--- src/bba_pkg.sv ---
package bba_pkg;

  localparam int NUM_BLOCKS    = 4096;
  localparam int MAP_WORD_BITS = 32;
  localparam int MAP_WORDS     = (NUM_BLOCKS + MAP_WORD_BITS - 1) / MAP_WORD_BITS;

  localparam int BLK_W  = 12;  // block_index / block_number field width
  localparam int LIM_W  = 13;  // blocks_in_use field width
  localparam int BIT_W  = $clog2(MAP_WORD_BITS);
  localparam int ROW_W  = $clog2(MAP_WORDS);
  localparam int STAT_W = 2;

  localparam logic CMD_ALLOC = 1'b0;
  localparam logic CMD_FREE  = 1'b1;

  localparam logic [STAT_W-1:0] ST_ALLOCATED = 2'd0;
  localparam logic [STAT_W-1:0] ST_NONE_FREE = 2'd1;
  localparam logic [STAT_W-1:0] ST_FREED     = 2'd2;

  localparam logic [LIM_W-1:0] LIMIT_RESET = LIM_W'(4096);

  typedef logic [MAP_WORD_BITS-1:0] map_word_t;

  typedef enum logic [1:0] {
    S_IDLE,
    S_FREE,
    S_SCAN,
    S_DONE
  } bba_state_t;

  // {found, position} of the lowest clear bit
  function automatic logic [BIT_W:0] first_zero(input map_word_t w);
    logic [BIT_W:0] r;
    r = '0;
    for (int i = MAP_WORD_BITS - 1; i >= 0; i--) begin
      if (!w[i]) begin
        r = {1'b1, BIT_W'(i)};
      end
    end
    return r;
  endfunction

endpackage

--- src/bba_in_if.sv ---
interface bba_in_if import bba_pkg::*; ();
  logic             valid;
  logic             ready;
  logic             cmd;
  logic [BLK_W-1:0] block_index;

  modport source (output valid, cmd, block_index, input ready);
  modport sink   (input valid, cmd, block_index, output ready);
endinterface

--- src/bba_out_if.sv ---
interface bba_out_if import bba_pkg::*; ();
  logic              valid;
  logic              ready;
  logic [BLK_W-1:0]  block_number;
  logic [STAT_W-1:0] status;

  modport source (output valid, block_number, status, input ready);
  modport sink   (input valid, block_number, status, output ready);
endinterface

--- src/bba_cfg_if.sv ---
interface bba_cfg_if import bba_pkg::*; ();
  logic             valid;
  logic             ready;
  logic [LIM_W-1:0] blocks_in_use;

  modport source (output valid, blocks_in_use, input ready);
  modport sink   (input valid, blocks_in_use, output ready);
endinterface

--- src/bitmap_block_allocator.sv ---
// channel  dir  handshake     payload
// in_ch    in   valid/ready   cmd, block_index
// out_ch   out  valid/ready   block_number, status
// cfg_ch   in   valid/ready   blocks_in_use (always ready)
//
// free: S_FREE clears the block's bit and registers the result, then S_DONE
//   moves it into the output register
// allocate: S_SCAN reads k bitmap words (0 when the limit is zero, else 1 to 128),
//   one word per cycle through the single read port of the map RAM, then S_DONE
//   moves the result into the output register
// reset: per-row valid flops clear at once, unwritten rows read as all free
// one command in flight; a new one is taken while the last result waits,
//   and finishing stalls until the output register is free
module bitmap_block_allocator
  import bba_pkg::*;
(
  input  logic      clk,
  input  logic      rst_n,
  bba_in_if.sink    in_ch,
  bba_out_if.source out_ch,
  bba_cfg_if.sink   cfg_ch
);

  bba_state_t state_r, state_nxt;

  logic [LIM_W-1:0]  limit_cfg_r;
  logic [BLK_W-1:0]  idx_r, idx_nxt;
  logic [ROW_W-1:0]  ptr_r, ptr_nxt;
  logic [MAP_WORDS-1:0] row_vld_r;
  logic              rd_vld_r;

  logic [BLK_W-1:0]  res_num_r, res_num_nxt;
  logic [STAT_W-1:0] res_st_r, res_st_nxt;
  logic              res_load;

  logic              out_valid_r;
  logic [BLK_W-1:0]  out_num_r;
  logic [STAT_W-1:0] out_st_r;
  logic              out_load;

  logic              wr_en;
  logic [ROW_W-1:0]  wr_addr, rd_addr;
  map_word_t         wr_data, rd_data;

  logic [LIM_W-1:0]  limit, limit_m1;
  logic [ROW_W-1:0]  last_row;
  map_word_t         word, over, scan_word;
  logic [BIT_W:0]    ffz;
  logic              found;
  logic              free_ok;
  logic              in_acc;

  bba_ram #(
    .WIDTH(MAP_WORD_BITS),
    .DEPTH(MAP_WORDS)
  ) u_map (
    .clk    (clk),
    .wr_en  (wr_en),
    .wr_addr(wr_addr),
    .wr_data(wr_data),
    .rd_addr(rd_addr),
    .rd_data(rd_data)
  );

  assign cfg_ch.ready = 1'b1;
  assign in_ch.ready  = (state_r == S_IDLE);
  assign in_acc       = in_ch.valid && (state_r == S_IDLE);

  assign out_ch.valid        = out_valid_r;
  assign out_ch.block_number = out_num_r;
  assign out_ch.status       = out_st_r;

  // allocation limit saturates at the map size
  assign limit    = (limit_cfg_r > LIM_W'(NUM_BLOCKS)) ? LIM_W'(NUM_BLOCKS) : limit_cfg_r;
  assign limit_m1 = limit - LIM_W'(1);
  assign last_row = limit_m1[BIT_W +: ROW_W];

  // rows never written read as all free
  assign word = rd_vld_r ? rd_data : '0;

  // in the row that holds the limit, blocks at or past it count as used
  always_comb begin
    if ({1'b0, ptr_r} == limit[LIM_W-1:BIT_W]) begin
      over = ~((map_word_t'(1) << limit[BIT_W-1:0]) - map_word_t'(1));
    end else begin
      over = '0;
    end
  end

  assign scan_word = word | over;
  assign ffz       = first_zero(scan_word);
  assign found     = ffz[BIT_W];
  assign free_ok   = {1'b0, idx_r} < LIM_W'(NUM_BLOCKS);
  assign out_load  = (state_r == S_DONE) && (!out_valid_r || out_ch.ready);

  // next state
  always_comb begin
    state_nxt = state_r;
    idx_nxt   = idx_r;
    ptr_nxt   = ptr_r;
    unique case (state_r)
      S_IDLE: begin
        if (in_ch.valid) begin
          idx_nxt = in_ch.block_index;
          ptr_nxt = '0;
          if (in_ch.cmd == CMD_FREE) begin
            state_nxt = S_FREE;
          end else if (limit == '0) begin
            state_nxt = S_DONE;
          end else begin
            state_nxt = S_SCAN;
          end
        end
      end
      S_FREE: begin
        state_nxt = S_DONE;
      end
      S_SCAN: begin
        if (found || (ptr_r == last_row)) begin
          state_nxt = S_DONE;
        end else begin
          ptr_nxt = ptr_r + ROW_W'(1);
        end
      end
      S_DONE: begin
        if (out_load) begin
          state_nxt = S_IDLE;
        end
      end
      default: state_nxt = S_IDLE;
    endcase
  end

  // datapath controls
  always_comb begin
    rd_addr     = '0;
    wr_en       = 1'b0;
    wr_addr     = ptr_r;
    wr_data     = scan_word | (map_word_t'(1) << ffz[BIT_W-1:0]);
    res_load    = 1'b0;
    res_num_nxt = '0;
    res_st_nxt  = ST_NONE_FREE;
    unique case (state_r)
      S_IDLE: begin
        if (in_ch.valid && in_ch.cmd == CMD_FREE) begin
          rd_addr = in_ch.block_index[BIT_W +: ROW_W];
        end
        if (in_acc && in_ch.cmd == CMD_ALLOC && limit == '0) begin
          res_load = 1'b1;
        end
      end
      S_FREE: begin
        wr_en       = free_ok;
        wr_addr     = idx_r[BIT_W +: ROW_W];
        wr_data     = word & ~(map_word_t'(1) << idx_r[BIT_W-1:0]);
        res_load    = 1'b1;
        res_num_nxt = idx_r;
        res_st_nxt  = ST_FREED;
      end
      S_SCAN: begin
        rd_addr = ptr_r + ROW_W'(1);
        wr_en   = found;
        // the masked bits are only ever those past the limit, which the
        // write must leave as they were
        wr_data = word | (map_word_t'(1) << ffz[BIT_W-1:0]);
        if (found) begin
          res_load    = 1'b1;
          res_num_nxt = {ptr_r, ffz[BIT_W-1:0]};
          res_st_nxt  = ST_ALLOCATED;
        end else if (ptr_r == last_row) begin
          res_load = 1'b1;
        end
      end
      S_DONE: begin
      end
      default: begin
      end
    endcase
  end

  always_ff @(posedge clk) begin
    if (!rst_n) begin
      state_r     <= S_IDLE;
      limit_cfg_r <= LIMIT_RESET;
      row_vld_r   <= '0;
      out_valid_r <= 1'b0;
    end else begin
      state_r <= state_nxt;
      if (cfg_ch.valid) begin
        limit_cfg_r <= cfg_ch.blocks_in_use;
      end
      if (wr_en) begin
        row_vld_r[wr_addr] <= 1'b1;
      end
      if (out_load) begin
        out_valid_r <= 1'b1;
      end else if (out_ch.ready) begin
        out_valid_r <= 1'b0;
      end
    end
  end

  always_ff @(posedge clk) begin
    idx_r    <= idx_nxt;
    ptr_r    <= ptr_nxt;
    rd_vld_r <= row_vld_r[rd_addr];
    if (res_load) begin
      res_num_r <= res_num_nxt;
      res_st_r  <= res_st_nxt;
    end
    if (out_load) begin
      out_num_r <= res_num_r;
      out_st_r  <= res_st_r;
    end
  end

endmodule

--- src/bba_ram.sv ---
module bba_ram #(
  parameter int WIDTH = 32,
  parameter int DEPTH = 128
) (
  input  logic                     clk,
  input  logic                     wr_en,
  input  logic [$clog2(DEPTH)-1:0] wr_addr,
  input  logic [WIDTH-1:0]         wr_data,
  input  logic [$clog2(DEPTH)-1:0] rd_addr,
  output logic [WIDTH-1:0]         rd_data
);

  logic [WIDTH-1:0] mem [DEPTH];

  always_ff @(posedge clk) begin
    if (wr_en) begin
      mem[wr_addr] <= wr_data;
    end
    rd_data <= mem[rd_addr];
  end

endmodule

--- src/flat_wrapper.sv ---
// flat-port wrapper written by rule: the top's interface ports become plain ports
module bitmap_block_allocator_flat import bba_pkg::*;
  (clk, rst_n, in_ch_valid, in_ch_cmd, in_ch_block_index, in_ch_ready, out_ch_valid, out_ch_block_number, out_ch_status, out_ch_ready, cfg_ch_valid, cfg_ch_blocks_in_use, cfg_ch_ready);
  bba_in_if in_ch_i ();
  bba_out_if out_ch_i ();
  bba_cfg_if cfg_ch_i ();
  input  logic clk;
  input  logic rst_n;
  input wire logic [$bits(in_ch_i.valid)-1:0] in_ch_valid;
  input wire logic [$bits(in_ch_i.cmd)-1:0] in_ch_cmd;
  input wire logic [$bits(in_ch_i.block_index)-1:0] in_ch_block_index;
  output wire logic [$bits(in_ch_i.ready)-1:0] in_ch_ready;
  output wire logic [$bits(out_ch_i.valid)-1:0] out_ch_valid;
  output wire logic [$bits(out_ch_i.block_number)-1:0] out_ch_block_number;
  output wire logic [$bits(out_ch_i.status)-1:0] out_ch_status;
  input wire logic [$bits(out_ch_i.ready)-1:0] out_ch_ready;
  input wire logic [$bits(cfg_ch_i.valid)-1:0] cfg_ch_valid;
  input wire logic [$bits(cfg_ch_i.blocks_in_use)-1:0] cfg_ch_blocks_in_use;
  output wire logic [$bits(cfg_ch_i.ready)-1:0] cfg_ch_ready;
  assign in_ch_i.valid = in_ch_valid;
  assign in_ch_i.cmd = in_ch_cmd;
  assign in_ch_i.block_index = in_ch_block_index;
  assign in_ch_ready = in_ch_i.ready;
  assign out_ch_valid = out_ch_i.valid;
  assign out_ch_block_number = out_ch_i.block_number;
  assign out_ch_status = out_ch_i.status;
  assign out_ch_i.ready = out_ch_ready;
  assign cfg_ch_i.valid = cfg_ch_valid;
  assign cfg_ch_i.blocks_in_use = cfg_ch_blocks_in_use;
  assign cfg_ch_ready = cfg_ch_i.ready;
  bitmap_block_allocator u_core (.clk(clk), .rst_n(rst_n), .in_ch(in_ch_i), .out_ch(out_ch_i), .cfg_ch(cfg_ch_i));
endmodule
--- config.mk ---
export PLATFORM = sky130hd
export DESIGN_NAME = bitmap_block_allocator_flat
export DESIGN_NICKNAME = d
export VERILOG_FILES = /design/src/bba_pkg.sv /design/src/bba_in_if.sv /design/src/bba_out_if.sv /design/src/bba_cfg_if.sv /design/src/bitmap_block_allocator.sv /design/src/bba_ram.sv /design/src/flat_wrapper.sv
export SDC_FILE = /design/constraint.sdc
export NUM_CORES = 2
export LEC_CHECK = 0
export ABC_CLOCK_PERIOD_IN_PS = 15650
export BUFFER_PORTS_ARGS = -buffer_cell sky130_fd_sc_hd__buf_4
export CAP_MARGIN = 30
export CORE_MARGIN = 8
export CORE_UTILIZATION = 35
export CTS_BUF_LIST = sky130_fd_sc_hd__clkbuf_8
export DETAILED_ROUTE_END_ITERATION = 10
export PLACE_DENSITY = 0.46
export SETUP_SLACK_MARGIN = 0.5
export SYNTH_ARGS = -nofsm -noshare
export SYNTH_HDL_FRONTEND = slang
export SYNTH_HIERARCHICAL = 1
export SYNTH_SLANG_ARGS = --single-unit
--- constraint.sdc ---
create_clock -name clk -period 15.65 [get_ports clk]
set_input_delay 1.565 -clock clk [delete_from_list [all_inputs] [get_ports clk]]
set_output_delay 1.565 -clock clk [all_outputs]
set_load 0.005 [all_outputs]
# Word level (Yosys, flattened, before mapping)
# Memories as Yosys holds them, arrays and structs flattened. A register that Yosys moved wholly into a read port is not among the register bits.
# Cells that the tools add are included.
[op_classes]
n_shift = 3
n_lt_le_gt_ge = 4
n_mul = 0
eq_ne = 9
muxes = 65
reduce_logical = 16
div_mod_pow = 0
n_addsub = 3
n_bitwise = 8
[ops]
columns = ["cell", "count"]
rows = [
  ["$mux 6", 32],
  ["$or 128x128->128", 1],
  ["$or 32x32->32", 3],
  ["$shl 1x5->32 const A", 3],
  ["$mux 32", 2],
  ["$not 32->32", 2],
  ["$pmux 32 s2", 1],
  ["$and 32x32->32", 1],
  ["$sub 32x1->32 const B", 1],
  ["$mux 7", 4],
  ["$pmux 7 s2", 2],
  ["$pmux 12 s2", 1],
  ["$lt 7x8->1 const B", 2],
  ["$gt 13x13->1 const B", 1],
  ["$logic_not 13->1", 1],
  ["$mux 13", 1],
  ["$mux 12", 1],
  ["$sub 12x1->12 const B", 1],
  ["$mux 1", 11],
  ["$eq 7x8->1", 1],
  ["$mux 2", 4],
  ["$pmux 2 s4", 1],
  ["$add 7x1->7 const B", 1],
  ["$bmux 1 s7", 1],
  ["other kinds (18)", 29],
]
[word_totals]
mem_bits_ro = 0
inputBits = 31
out_inout_bits = 17
wordCells = 120
mem_bits_rw = 4096
latch_bits = 0
register_bits = 192
n_memories = 1
[memory_table]
columns = ["memory", "words", "word_bits", "rd", "rd_clocked_by_memory_dff", "wr", "line", "text"]
rows = [
  ["u_core.u_map.mem", 128, 32, 1, 1, 1, "bba_ram.sv:13", "logic [WIDTH-1:0] mem [DEPTH];"],
]

# Depth between registers and ports, before layout
[depth]
ltp_word = 42
ltp_mapped = 22
depth_no_buf = 16

# By module
# Netlist, hierarchy kept.
[modules_own_cells]
columns = ["mod", "seq_area_each_um2", "instances", "area_each_um2", "cells_each"]
rows = [
  ["bba_ram", 123638.6, 1, 156276.1, 5990],
  ["bitmap_block_allocator", 4314.1, 1, 11523.6, 1510],
]

# Worst setup path before layout
# No wires, ideal clock.
[synth_timing]
path_kind = "flip-flop to flip-flop"
startpoint = "reg u_core.limit_cfg_r[3]"
endpoint = "mem u_core.u_map.mem[0][1] (data pin)"
path_buffers = 3
arrival_time_ns = 8.759
stages_incl_launch_ff = 17
slack_ns = 5.666
path_cell_list = "dfxtp_1 > buf_2 > buf_1 > o21ai_0 > nand4b_1 > ha_1 > and3b_1 > o21ai_0 > a21oi_1 > o211ai_1 > a221oi_2 > or3b_1 > a211oi_2 > o31ai_1 > or2_1 > buf_6 > o31ai_1"
[synth_via]
elab_chain_len = 42
[synth_rtl]
columns = ["element", "line", "text"]
rows = [
  ["from (decl)", "bitmap_block_allocator.sv:26", "logic [LIM_W-1:0] limit_cfg_r;"],
  ["from (signal assigned)", "bitmap_block_allocator.sv:190", "limit_cfg_r <= cfg_ch.blocks_in_use;"],
  ["$gt 13x13->1", "bitmap_block_allocator.sv:74", "assign limit = (limit_cfg_r > LIM_W'(NUM_BLOCKS)) ? LIM_W'(NUM_BLOCKS) : limit_cfg_r;"],
  ["$mux 13 (*)", "bitmap_block_allocator.sv:74", ""],
  ["$shl 1x5->32", "bitmap_block_allocator.sv:84", "over = ~((map_word_t'(1) << limit[BIT_W-1:0]) - map_word_t'(1));"],
  ["$sub 32x1->32", "bitmap_block_allocator.sv:84", ""],
  ["$not 32->32", "bitmap_block_allocator.sv:84", ""],
  ["$mux 32 (*)", "bitmap_block_allocator.sv:83", "if ({1'b0, ptr_r} == limit[LIM_W-1:BIT_W]) begin"],
  ["$or 32x32->32 (*)", "bitmap_block_allocator.sv:90", "assign scan_word = word | over;"],
  ["$mux 6 (32 in a row)", "bba_pkg.sv:36", "if (!w[i]) begin"],
  ["$shl 1x5->32", "bitmap_block_allocator.sv:139, bitmap_block_allocator.sv:165", ""],
  ["$or 32x32->32, on equally long branches", "bitmap_block_allocator.sv:139, bitmap_block_allocator.sv:165", ""],
  ["$pmux 32 s2 (*)", "bitmap_block_allocator.sv:143", "unique case (state_r)"],
  ["net u_core.wr_data[1]", "bitmap_block_allocator.sv:43", "map_word_t wr_data, rd_data;"],
  ["to (decl)", "bba_ram.sv:13", ""],
]
# Mark *: on every way through the listed nets, which the timed path passes. The rest lies on a longest branch.

# Worst setup path in the final report
[layout_timing]
startpoint = "reg u_core.limit_cfg_r[12]"
endpoint = "mem u_core.u_map.mem[94][22] (enable)"
[layout_via]
elab_chain_len = 42
[layout_rtl]
columns = ["element", "line", "text"]
rows = [
  ["$gt 13x13->1", "bitmap_block_allocator.sv:74", ""],
  ["$mux 13 (*)", "bitmap_block_allocator.sv:74", ""],
  ["$shl 1x5->32", "bitmap_block_allocator.sv:84", ""],
  ["$sub 32x1->32", "bitmap_block_allocator.sv:84", ""],
  ["$not 32->32", "bitmap_block_allocator.sv:84", ""],
  ["$mux 32 (*)", "bitmap_block_allocator.sv:83", ""],
  ["$or 32x32->32 (*)", "bitmap_block_allocator.sv:90", ""],
  ["$mux 6 (31 in a row)", "bba_pkg.sv:36", ""],
  ["$mux 6 (*)", "bba_pkg.sv:36", ""],
  ["$pmux 1 s2 (*)", "bitmap_block_allocator.sv:143", ""],
  ["net u_core.wr_en", "bitmap_block_allocator.sv:41", "logic wr_en;"],
  ["$mux 1 (*)", "bba_ram.sv:16", "if (wr_en) begin"],
  ["$mux 1 (implied by the code) (*)", "bba_ram.sv:17", "mem[wr_addr] <= wr_data;"],
]
# Marks and branches as above.

==> out/metrics.yaml <==
clock_sink_count: 4320
final_cell_mix: "edfxtp_1, mux4_2, clkbuf_8, nand2_1, buf_4"
synth_warnings: 6
layout_commonest_cell: "edfxtp_1"
htreeDepth: 6
first_global_vias: 85810
core_mm2: 0.4780
drt_iter0_markers: 9876
yosysUniqueCellTypes: 88
io_buffer_count: 46
drc: 0
clk_latency_ns: 1.26
nets: 8154
setup_tns_ns: 0
power.internal_uw: 22530
grt.total_usage_pct: 19.70
tritoncts: "yes"
num_rows: 254
p_leak_uw: 0.05824
pwr-share-clk_pct: 26.0
p_seq_share_pct: 42.7
final_util_pct: 39.97
postSynthCellCount: 7500
relSlewSlack_pct: 30.03
final_layout_size_suffix_gt1_share_pct: 31.89
cp.required_ns: 16.52
post_cts_resized: 0
grt_pass1_wl_um: 694900
cts_hold_buffers: 0
wl_per_cell_um: 33.41
dieArea_mm2: 0.5018
final_hold_viol_count: 0
die_w_um: 708.4
antenna_found_initial: 53
switchingPower_uw: 11930
cap_violations: 0
avgSynthCellArea_um2: 22.37
synth_edf_count: 4143
vias: 83010
grt_overflow: 0
async_flop_share_pct: 0
grt_max_degree: 119
outcome: "finished clean"
cts_setup_buffers: 0
ys_ff_latch: 4320
drtPass1Iterations: 7
syn_to_final_growth_pct: 13.87
power_switching_share_pct: 34.63
synth_nets: 7537
hold_class: "reg2reg"
power.density_mw_per_mm2: 180.4
dpl.hpwl_um: 279800
ys_seq_area_share_pct: 76.25
period_share_pct: 49.48
vias_per_cell: 5.492
rsz0062_at_grt: "false"
drv_slew: 0
initial_core_util_pct: 35.11
worstSetupStartpointType: "flop"
fin_skew_ns: 0.05960
worst_pin_slew_ns: 1.050
clkTransAtPathRegs_ns: 0.06
cp_max_fo: 24
setup_violations: 0
synth_flop_cell: "edfxtp_1"
crit_path_end_kind: "flop"
drtAntennaViolNets: 0
critPathKind: "reg2reg"
place_congestion: 0.8361
fmax_mhz: 129.1
die_height_um: 708.4
ios: 48
wirelength_um: 505000
pwr-share-comb_pct: 31.3
netlist_area_mm2: 0.1678
peakVddDrop_mv: 0.1890
period_needed_ns: 7.744
crit_arrival_ns: 8.61
cts-root-buf: "clkbuf_8"
clockBufferDepth: 4
cts_buffers: 714
==> flip-flops by register name, indices dropped and copies added, names as in the netlist <==
name	count
u_core/res_st_r	2
u_core/out_ch.valid	1
u_core/out_ch.block_number	12
u_core/rd_vld_r	1
u_core/idx_r	12
u_core/ptr_r	7
u_core/out_ch.status	2
u_core/u_map/rd_data	32
u_core/limit_cfg_r	13
u_core/u_map/mem	4096
u_core/state_r	2
u_core/row_vld_r	128
u_core/res_num_r	12
==> logic make-up (layout without fill, tap and decap cells) <==
| family | count (synthesis) | count (layout) | synth area share (%) |
|---|---|---|---|
| flops | 4320 | 4320 | 76.25 |
| mux | 1399 | 1399 | 18.39 |
| simple gates | 837 | 837 | 2.259 |
| buf+inv | 457 | 1637 | 1.154 |
| compound gates | 455 | 455 | 1.763 |
| xor+xnor | 25 | 25 | 0.1305 |
| fa+ha+maj | 6 | 6 | 0.04474 |
| other cells | 1 | 37 | 0.002235 |
==> final cells by class <==
cell class / count / area [um2]
flip-flops and latches: 4320 / 128000
clock inverters: 546 / 2562
multi-input cells: 2723 / 39340
well taps: 6400 / 8008
repair buffers: 329 / 2895
clock buffers: 733 / 10090
diodes: 36 / 90.09
inverters: 29 / 131.4
fillers: 42550 / 286900
==> worst paths after layout <==
check,startpoint,to,slack (ns),cells after the start
hold reg to reg,u_core/res_num_r[7]$_DFFE_PP_,u_core/out_ch.block_number[7]$_DFFE_PP_,0.42,0
setup reg to reg,u_core/limit_cfg_r[12]$_SDFFE_PN1P_,u_core/u_map/mem[94][22]$_DFFE_PP_,7.91,18
hold / removal,u_core/res_num_r[7]$_DFFE_PP_,u_core/out_ch.block_number[7]$_DFFE_PP_,0.42,0
setup / recovery,u_core/limit_cfg_r[12]$_SDFFE_PN1P_,u_core/u_map/mem[94][22]$_DFFE_PP_,7.91,18
==> cells in the mapped netlist, types with 18 or more instances <==
master,number,area (um2)
mux2i_1,20,200.2
nand3_1,78,390.4
nor2b_1,39,244.0
a21oi_1,63,315.3
nor3_1,22,110.1
nand2_1,382,1434
o21ai_0,121,605.6
o21ai_1,92,460.4
edfxtp_1,4143,124400
and3_1,23,143.9
and2_1,19,118.9
clkbuf_1,254,953.4
nor2_1,197,739.5
mux2_2,35,394.1
buf_2,96,480.5
dfxtp_1,177,3543
mux4_2,1344,30270
inv_1,26,97.59
a311oi_1,18,157.7
buf_1,58,217.7
==> power by group through the flow <==
stage / registers, uW / logic, uW / clock network, uW
6_report: 14700 / 10800 / 8960
5_1_grt: 14700 / 11300 / 9690
4_1_cts: 14700 / 10900 / 9230
3_5_place_dp: 15000 / 10900 / 0
3_3_place_gp: 15000 / 10700 / 0
2_1_floorplan: 15100 / 5970 / 0
==> metrics by stage <==
stage	instances	power, uW	hold WS [ns]	worst slack, ns	cell area (um2)
after floorplan	7500	21100	0.4003	5.666	167800
after detailed placement	13800	25890	0.4057	7.850	178200
after global routing	15100	35740	0.3827	7.426	191000
after CTS	15070	34900	0.3410	8.002	190900
final	15120	34460	0.4184	7.906	191100
after global placement	13780	25710	0.4063	7.822	177900
==> critical path, stage by stage, from the launching register on <==
cell	delay, ns
dfxtp_1	0.95
clkinv_1	0.58
o21ai_0	0.38
nand4b_1	0.18
ha_1	0.45
o41ai_4	0.18
mux2_2	0.41
a211oi_1	0.42
a21oi_1	0.13
o21ai_1	0.26
nor4_4	0.14
a31oi_4	0.14
buf_4	0.36
o21a_1	0.62
nor2b_1	0.46
nand3_2	0.45
buf_4	0.40
nor2_4	0.30
buf_4	0.46
==> routing by layer <==
layer,share of wire (%),global-route usage (%)
met1,44,28.69
met2,47,31.00
met3,6.9,3.404
met4,2.3,4.702
met5,0.012,0
No activity file was read; power rests on OpenSTA's default activity.
